<file path="src/rtl/bsel_pkg.sv">
// Package for the backend selector: codes, widths and defaults.
package bsel_pkg;

  localparam int MaxBackendsDef = 8;
  localparam int WeightBitsDef  = 8;
  localparam int ConnBitsDef    = 16;

  localparam int ModeW  = 2;
  localparam int CountW = 4;
  localparam int TableW = 64;
  localparam int ActW   = 3;
  localparam int IdxW   = 3;
  localparam int HashW  = 32;
  localparam int RunW   = 16;
  localparam int CfgIdxW = 2;

  localparam logic [TableW-1:0] TableReset = 64'h0101010101010101;

  typedef enum logic [ModeW-1:0] {
    MODE_RR   = 2'd0,
    MODE_WRR  = 2'd1,
    MODE_LC   = 2'd2,
    MODE_HASH = 2'd3
  } mode_t;

  typedef enum logic [ActW-1:0] {
    ACT_PICK   = 3'd0,
    ACT_OPEN   = 3'd1,
    ACT_CLOSE  = 3'd2,
    ACT_DOWN   = 3'd3,
    ACT_UP     = 3'd4
  } action_t;

  localparam logic [CfgIdxW-1:0] REG_MODE   = 2'd0;
  localparam logic [CfgIdxW-1:0] REG_COUNT  = 2'd1;
  localparam logic [CfgIdxW-1:0] REG_WEIGHT = 2'd2;

  // Control from the sequencer to the modulo unit, and its status back.
  typedef struct packed {
    logic start;
  } div_ctl_t;

  typedef struct packed {
    logic busy;
    logic done;
  } div_sts_t;

endpackage

</file>
<file path="src/rtl/bsel_mod.sv">
// Bit-serial remainder of the client hash by the healthy count.
module bsel_mod #(
  parameter int MAX_BACKENDS = bsel_pkg::MaxBackendsDef
) (
  input  logic                                      clk,
  input  logic                                      rst,
  input  bsel_pkg::div_ctl_t                        ctl,
  input  logic [bsel_pkg::HashW-1:0]                dividend,
  input  logic [$clog2(MAX_BACKENDS+1)-1:0]         divisor,
  output bsel_pkg::div_sts_t                        sts,
  output logic [$clog2(MAX_BACKENDS+1)-1:0]         remainder
);
  import bsel_pkg::*;

  localparam int DW = $clog2(MAX_BACKENDS + 1);
  localparam int BW = $clog2(HashW + 1);

  logic [HashW-1:0] shreg;
  logic [DW-1:0]    dsor;
  logic [DW:0]      rem;
  logic [BW-1:0]    bits_left;
  logic             busy;
  logic             done;
  logic [DW:0]      trial;

  // one quotient bit per cycle, restoring style
  always_comb begin
    trial = {rem[DW-1:0], shreg[HashW-1]};
  end

  always_ff @(posedge clk) begin
    if (rst) begin
      busy <= 1'b0;
      done <= 1'b0;
      bits_left <= '0;
    end else begin
      done <= 1'b0;
      if (ctl.start) begin
        busy <= 1'b1;
        bits_left <= BW'(HashW);
      end else if (busy) begin
        bits_left <= bits_left - 1'b1;
        if (bits_left == BW'(1)) begin
          busy <= 1'b0;
          done <= 1'b1;
        end
      end
    end
  end

  always_ff @(posedge clk) begin
    if (ctl.start) begin
      shreg <= dividend;
      dsor  <= divisor;
      rem   <= '0;
    end else if (busy) begin
      shreg <= {shreg[HashW-2:0], 1'b0};
      if (trial >= {1'b0, dsor}) rem <= trial - {1'b0, dsor};
      else rem <= trial;
    end
  end

  assign sts.busy  = busy;
  assign sts.done  = done;
  assign remainder = rem[DW-1:0];

  assert property (@(posedge clk) disable iff (rst) done |-> !busy)
    else $error("modulo done while busy");
  assert property (@(posedge clk) disable iff (rst) done |-> rem < {1'b0, dsor})
    else $error("remainder not reduced");
  assert property (@(posedge clk) disable iff (rst) ctl.start |=> busy)
    else $error("modulo did not start");

endmodule

</file>
<file path="src/rtl/backend_selector.sv">
// Backend selector top level: sequencer, backend scan and state.
//
//  channel | signals                                    | direction
//  in      | in_valid, in_stall, action, backend_index, client_hash | to block
//  out     | out_valid, out_stall, found, chosen_backend  | from block
//  cfg     | cfg_valid, cfg_ready, cfg_index, cfg_data    | to block
//
// Each accepted item is finished before the next is taken. Least connections
// scans the backends in use; round robin passes S_WRAP first, weighted ends in
// S_SUB, hash counts the healthy ones, runs the modulo, and scans again unless
// none is healthy. Round robin subtracts the count from a pointer past a shrunk
// count. rst is synchronous; all but act_r and hash_r return to reset values.
// in_stall is high until the item is done; a result waits under out_stall.
module backend_selector #(
  parameter int MAX_BACKENDS = bsel_pkg::MaxBackendsDef,
  parameter int WEIGHT_BITS  = bsel_pkg::WeightBitsDef,
  parameter int CONN_BITS    = bsel_pkg::ConnBitsDef
) (
  input  logic                            clk,
  input  logic                            rst,
  input  logic                            in_valid,
  output logic                            in_stall,
  input  logic [bsel_pkg::ActW-1:0]       action,
  input  logic [bsel_pkg::IdxW-1:0]       backend_index,
  input  logic [bsel_pkg::HashW-1:0]      client_hash,
  output logic                            out_valid,
  input  logic                            out_stall,
  output logic                            found,
  output logic [bsel_pkg::IdxW-1:0]       chosen_backend,
  input  logic                            cfg_valid,
  output logic                            cfg_ready,
  input  logic [bsel_pkg::CfgIdxW-1:0]    cfg_index,
  input  logic [bsel_pkg::TableW-1:0]     cfg_data
);
  import bsel_pkg::*;

  localparam int NB = MAX_BACKENDS;
  localparam int IW = $clog2(NB);
  localparam int CW = $clog2(NB + 1);
  localparam logic [RunW-1:0] RunMax = {1'b0, {(RunW-1){1'b1}}};
  localparam logic [RunW-1:0] RunMin = {1'b1, {(RunW-1){1'b0}}};

  typedef enum logic [6:0] {
    S_IDLE  = 7'b0000001,
    S_SCAN  = 7'b0000010,
    S_SUB   = 7'b0000100,
    S_DIV   = 7'b0001000,
    S_HSCAN = 7'b0010000,
    S_OUT   = 7'b0100000,
    S_WRAP  = 7'b1000000
  } state_t;

  state_t state;

  logic [ModeW-1:0]  mode;
  logic [CountW-1:0] count_reg;
  logic [TableW-1:0] wtable;
  logic [IW-1:0]     rot;
  logic [NB-1:0]     healthy;
  logic [RunW-1:0]   runw [NB];
  logic [CONN_BITS-1:0] conns [NB];

  logic [ActW-1:0]  act_r;
  logic [HashW-1:0] hash_r;

  logic [CW-1:0]    n_act;
  logic [IW-1:0]    scan_i;
  logic [CW-1:0]    step;
  logic             have;
  logic [IW-1:0]    sel;
  logic signed [RunW:0] best;
  logic [CONN_BITS-1:0] best_c;
  logic [RunW+CW:0] total;
  logic [CW-1:0]    hcnt;
  logic [CW-1:0]    seen;

  div_ctl_t         dctl;
  div_sts_t         dsts;
  logic [CW-1:0]    drem;

  logic [WEIGHT_BITS-1:0] wcur;
  logic signed [RunW+1:0] rsum;
  logic [RunW-1:0]  rsat;
  logic signed [RunW+CW+2:0] rdiff;
  logic [RunW-1:0]  dsat;
  logic             hcur;

  bsel_mod #(.MAX_BACKENDS(MAX_BACKENDS)) u_mod (
    .clk, .rst, .ctl(dctl), .dividend(hash_r), .divisor(hcnt),
    .sts(dsts), .remainder(drem)
  );

  always_comb begin
    if (int'(count_reg) > NB) n_act = CW'(NB);
    else n_act = CW'(count_reg);
  end

  // weight of the scanned backend; bits past the table read zero
  always_comb begin
    wcur = '0;
    for (int b = 0; b < WEIGHT_BITS; b++) begin
      if (int'(scan_i) * WEIGHT_BITS + b < TableW)
        wcur[b] = wtable[int'(scan_i) * WEIGHT_BITS + b];
    end
  end

  assign hcur = healthy[scan_i];
  assign rsum = (RunW+2)'(signed'(runw[scan_i])) + (RunW+2)'(signed'({1'b0, wcur}));
  always_comb begin
    if (rsum > (RunW+2)'(signed'(RunMax))) rsat = RunMax;
    else if (rsum < (RunW+2)'(signed'(RunMin))) rsat = RunMin;
    else rsat = rsum[RunW-1:0];
  end
  assign rdiff = (RunW+CW+3)'(signed'(runw[sel])) - (RunW+CW+3)'(signed'({1'b0, total}));
  always_comb begin
    if (rdiff < (RunW+CW+3)'(signed'(RunMin))) dsat = RunMin;
    else dsat = rdiff[RunW-1:0];
  end

  assign in_stall  = (state != S_IDLE);
  assign cfg_ready = (state == S_IDLE);
  assign dctl.start = (state == S_DIV) && (hcnt != '0) && !dsts.busy && !dsts.done &&
                      (step == '0);

  always_ff @(posedge clk) begin
    if (rst) begin
      state <= S_IDLE;
      mode <= MODE_RR;
      count_reg <= CountW'(1);
      wtable <= TableReset;
      rot <= '0;
      healthy <= '1;
      out_valid <= 1'b0;
      found <= 1'b0;
      chosen_backend <= '0;
      for (int k = 0; k < NB; k++) begin
        runw[k] <= '0;
        conns[k] <= '0;
      end
      scan_i <= '0; step <= '0; have <= 1'b0; sel <= '0;
      best <= '0; best_c <= '0; total <= '0; hcnt <= '0; seen <= '0;
    end else begin
      if (out_valid && !out_stall && !(state == S_OUT && act_r == ACT_PICK))
        out_valid <= 1'b0;
      if (cfg_valid && cfg_ready) begin
        case (cfg_index)
          REG_MODE: begin
            mode <= cfg_data[ModeW-1:0];
            rot <= '0;
            if (cfg_data[ModeW-1:0] == MODE_WRR)
              for (int k = 0; k < NB; k++) runw[k] <= '0;
          end
          REG_COUNT: count_reg <= cfg_data[CountW-1:0];
          REG_WEIGHT: wtable <= cfg_data;
          default: ;
        endcase
      end
      case (state)
        S_IDLE: begin
          if (in_valid && !in_stall) begin
            act_r <= action; hash_r <= client_hash;
            have <= 1'b0; total <= '0; hcnt <= '0; seen <= '0; step <= '0;
            scan_i <= '0;
            if (action == ACT_PICK) begin
              if (n_act == '0) begin
                state <= S_OUT;
              end else if (mode == MODE_RR) begin
                state <= S_WRAP;
              end else begin
                state <= S_SCAN;
              end
            end else begin
              if (CW'(backend_index) < n_act) begin
                case (action)
                  ACT_OPEN: if (conns[backend_index] != '1)
                    conns[backend_index] <= conns[backend_index] + 1'b1;
                  ACT_CLOSE: if (conns[backend_index] != '0)
                    conns[backend_index] <= conns[backend_index] - 1'b1;
                  ACT_DOWN: healthy[backend_index] <= 1'b0;
                  ACT_UP:   healthy[backend_index] <= 1'b1;
                  default: ;
                endcase
              end
            end
          end
        end
        S_WRAP: begin
          // start is rot mod n; rot stays below n unless the count shrank
          if (CW'(rot) >= n_act) begin
            rot <= IW'(CW'(rot) - n_act);
          end else begin
            scan_i <= rot;
            rot <= (CW'(rot) + 1'b1 >= n_act) ? '0 : IW'(CW'(rot) + 1'b1);
            state <= S_SCAN;
          end
        end
        S_SCAN: begin
          scan_i <= (CW'(scan_i) + 1'b1 >= n_act) ? '0 : IW'(CW'(scan_i) + 1'b1);
          case (mode)
            MODE_RR: if (hcur && !have) begin
              have <= 1'b1; sel <= scan_i;
            end
            MODE_WRR: if (hcur) begin
              total <= total + (RunW+CW+1)'(wcur);
              runw[scan_i] <= rsat;
              if (!have || (RunW+1)'(signed'(rsat)) > best) begin
                have <= 1'b1; sel <= scan_i; best <= (RunW+1)'(signed'(rsat));
              end
            end
            MODE_LC: if (hcur && (!have || conns[scan_i] < best_c)) begin
              have <= 1'b1; sel <= scan_i; best_c <= conns[scan_i];
            end
            default: if (hcur) hcnt <= hcnt + 1'b1;
          endcase
          if (step + 1'b1 == n_act) begin
            step <= '0;
            case (mode)
              MODE_WRR: state <= S_SUB;
              MODE_HASH: state <= S_DIV;
              default: state <= S_OUT;
            endcase
          end else begin
            step <= step + 1'b1;
          end
        end
        S_SUB: begin
          if (have) runw[sel] <= dsat;
          state <= S_OUT;
        end
        S_DIV: begin
          if (hcnt == '0) state <= S_OUT;
          else if (dsts.done) begin
            state <= S_HSCAN; scan_i <= '0; step <= '0;
          end
        end
        S_HSCAN: begin
          step <= step + 1'b1;
          scan_i <= IW'(CW'(scan_i) + 1'b1);
          if (hcur && !have) begin
            if (seen == drem) begin
              have <= 1'b1; sel <= scan_i;
            end
            seen <= seen + 1'b1;
          end
          if (step + 1'b1 == n_act) state <= S_OUT;
        end
        S_OUT: begin
          if (act_r == ACT_PICK) begin
            if (!out_valid || !out_stall) begin
              out_valid <= 1'b1;
              found <= have;
              chosen_backend <= have ? IdxW'(sel) : '0;
              state <= S_IDLE;
            end
          end else begin
            state <= S_IDLE;
          end
        end
        default: state <= S_IDLE;
      endcase
      if (state == S_IDLE && in_valid && action != ACT_PICK) state <= S_OUT;
    end
  end

  assert property (@(posedge clk) disable iff (rst) $onehot(state))
    else $error("state not one-hot");
  assert property (@(posedge clk) disable iff (rst)
    (state != S_IDLE) |-> in_stall)
    else $error("accepting while busy");
  assert property (@(posedge clk) disable iff (rst)
    (out_valid && !found) |-> chosen_backend == '0)
    else $error("index set without a find");
  assert property (@(posedge clk) disable iff (rst)
    (state == S_IDLE && mode == MODE_RR && count_reg != '0) |-> CW'(rot) < CW'(NB))
    else $error("pointer out of range");

endmodule

</file>
<file path="config.mk">
export PLATFORM = sky130hd
export DESIGN_NAME = backend_selector
export DESIGN_NICKNAME = d
export VERILOG_FILES = /design/src/rtl/bsel_pkg.sv /design/src/rtl/bsel_mod.sv /design/src/rtl/backend_selector.sv
export SDC_FILE = /design/constraint.sdc
export NUM_CORES = 1
export LEC_CHECK = 0
export BUFFER_PORTS_ARGS = -buffer_cell sky130_fd_sc_hd__buf_2
export CAP_MARGIN = 10
export CORE_MARGIN = 1
export CORE_UTILIZATION = 30
export CTS_BUF_LIST = sky130_fd_sc_hd__clkbuf_16
export DETAILED_ROUTE_END_ITERATION = 10
export MAX_ROUTING_LAYER = met4
export SLEW_MARGIN = 20
export SYNTH_ARGS = -nofsm -noshare
export SYNTH_HDL_FRONTEND = slang
export SYNTH_HIERARCHICAL = 1
export SYNTH_SLANG_ARGS = --single-unit
</file>
<file path="constraint.sdc">
create_clock -name clk -period 10.3 [get_ports clk]
set_input_delay 1.03 -clock clk [delete_from_list [all_inputs] [get_ports clk]]
set_output_delay 1.03 -clock clk [all_outputs]
set_load 0.05 [all_outputs]
</file>
==> flow_summary_export.csv <==
group,metric,value,unit
run_status,outcome,"complete, no violations",
worst_setup_path,cp_max_fo,43,
die,dieArea,94800,µm²
die,num_rows,111,
logic_synthesis,dominantRegCellSynth,"edfxtp_1",
drt,drt_first_iter_violations,2162,
clocking,root_buffer,"clkbuf_16",
drt,wl,79600,µm
cells_and_area,final_cells,3881,
grt,antenna_found_initial,1,
die,start_util,0.305,
drt,wire_per_inst,20.5,µm
drt,num_vias,20800,
die,die_width,308,µm
cells_and_area,fin_nets,2819,
logic_synthesis,ys_ff_latch,510,
clocking,clk_pin_slew,60,ps
pwr,power.density,196,nW/µm²
clocking,tritoncts,"yes",
clocking,postCtsHoldBufs,0,
grt,grt.met1_usage,0.227,
logic_synthesis,synthesis.instances,2528,
cells_and_area,final.fill_count,9145,
worst_setup_path,cp.required,10770,ps
logic_synthesis,ys_async_sr_fraction,0,
sta,period_share,0.731,
logic_synthesis,synth.distinct_cells,96,
grt,track_usage,0.170,
logic_synthesis,synth_area,28100,µm²
logic_synthesis,synth_warnings,6,
grt,use_met2,0.265,
grt,grt_pass1_wl,121000,µm
drt,first_pass_iters,5,
worst_setup_path,cp-end-kind,"flop",
clocking,post_cts_resize_count,0,
sta,worst_slack,2770,ps
cells_and_area,final_layout_size_suffix_gt1_frac,0.175,
placed_design,placed_cells,3775,
pwr,leakage,11.0,nW
worst_hold_path,hp-class,"reg2reg",
logic_synthesis,ys_seq_area_frac,0.481,
cells_and_area,layout_commonest_cell,"edfxtp_1",
placed_design,gp_congestion,0.915,
clocking,cts_made_buffers,56,
cells_and_area,top_regs,"conns x128, runw x128, wtable x64",
grt,overflow,0,
clocking,htree_levels,2,
sta,rsz0062_at_grt,"false",
clocking,cts_num_sinks,510,
sta,post-route-min-period,7530,ps
logic_synthesis,synth-edff-count,327,
grt,grtUsageMet3,0.0274,
die,fp.dieH,308,µm
sta,setup-tns-final,0,ps
worst_setup_path,startpoint_type,"flop",
drt,drc,0,
logic_synthesis,syn-num-nets,2757,
sta,setup_viol,0,
sta,maxSlewHeadroom,0.207,
grt,grt-busiest-layer,"met2",
grt,grt_pass1_vias,20100,
placed_design,placement.io_buffers,115,
clocking,cts_max_path_buffers,3,
clocking,clk_latency,640,ps
grt,grt_max_degree,82,
sta,worst_pin_slew,1190,ps
cells_and_area,areaGrowthSynthToFinish,12.3,%
sta,slew_viol_final,0,
sta,clock_skew,26.1,ps
drt,vias_per_cell,5.35,
placed_design,preCtsSetupSlack,2880,ps
run,cap_violations,0,
sta,hold_slack,442,ps
cells_and_area,final_cell_mix,"327 x edfxtp_1, 303 x nor2_1, 246 x nand2_1, 178 x dfxtp_1, 161 x a21oi_1",
sta,finalHoldViolCount,0,
die,coreArea,92100,µm²
worst_setup_path,crit_arrival,8010,ps
clocking,cts_setup_buffers,0,
drt,antenna_left,0,
sta,fmax,133,MHz
worst_setup_path,worstSetupPathType,"reg2reg",
pwr,vdd_ir_drop_max,137,µV
placed_design,place_hpwl,53400,µm
die,io_pins,116,
logic_synthesis,syn_area_per_cell,11.1,µm²
-- cell usage after synthesis (all sizes together), types with 10 or more instances --
cell type  number  area (µm²)
nor3           60         337
xnor2          41         359
o22ai          87         544
ha            114        1430
mux4          118        2660
mux2           96        1080
nor4           15         106
buf            64         380
a22oi          15         113
a211oi         22         165
o211ai         12        90.1
a21o           24         180
dfxtp         183        3660
nand2b         31         194
edfxtp        327        9820
a221oi         24         223
mux2i          49         494
nand3b         19         155
a31oi          10        62.6
nand2         254         998
xor2           35         307
o21ai          51         255
or3            16         105
inv           102         383
nor2b          16         108
a21oi         169         883
nand4          16         100
nand3          55         313
clkbuf         69         259
nor2          307        1160
or2            14        87.6
-- per-stage QoR --
step           total power, mW  instance area (µm²)  utilization
6_report                  6.18                31500        0.342
5_1_grt                   6.46                31500        0.342
4_1_cts                   6.20                31500        0.342
3_5_place_dp              4.31                29800        0.323
3_3_place_gp              4.29                29800        0.323
2_1_floorplan             3.77                28100            -
-- cell type report --
cell class | count | area (µm²) | area share
antenna | 1 | 2.50 | 0.0000794
clock buffer | 56 | 1400 | 0.0445
clock inverter | 49 | 308 | 0.00977
inverter | 103 | 392 | 0.0124
multi-input combinational | 1782 | 13600 | 0.432
sequential | 510 | 13500 | 0.428
tap | 1243 | 1560 | 0.0494
timing repair buffer | 137 | 751 | 0.0238
-- worst max-delay path: stages, from the launching register on --
cell	delay, ps
dfxtp_4	580
buf_4	790
mux4_2	590
mux2_2	280
ha_1	310
or2_2	280
a21oi_1	180
o21bai_1	330
nor2_1	180
or3_1	570
a21oi_1	620
inv_1	100
ha_1	290
and3_1	160
nand4_1	110
nor4_1	310
nor3b_1	120
a211oi_1	740
a21oi_1	160
o21ai_1	320
mux2i_1	220
nor2_1	70
-- power by group --
part / total, mW / switching (mW) / leakage, nW / internal, mW
sequential: 2.43 / 0.151 / 4.77 / 2.28
clock: 1.89 / 0.855 / 0.896 / 1.04
combinational: 1.85 / 1.11 / 5.38 / 0.738
total: 6.18 / 2.12 / 11.0 / 4.06
-- worst paths after layout --
kind	slack, ps	endpoint	depth (start not counted)	from
setup / recovery	2770	flop	21	flop
hold reg to reg	440	flop	2	flop
setup reg to reg	2770	flop	21	flop
hold / removal	440	flop	2	flop
-- kinds of logic after synthesis --
family	count (synthesis)	share of synthesized area
mux	263	0.151
xor+xnor	76	0.0237
flops	510	0.481
simple gates	837	0.139
buf+inv	236	0.0367
compound gates	486	0.114
fa+ha+maj	120	0.0551
-- layer usage --
layer | wire (µm) | vias up
li1 | - | 9561
met1 | 34800 | 10200
met2 | 36300 | 884
met3 | 6420 | 137
met4 | 2060 | 0
met5 | 0 | -
No activity file was read; power rests on OpenSTA's default activity.
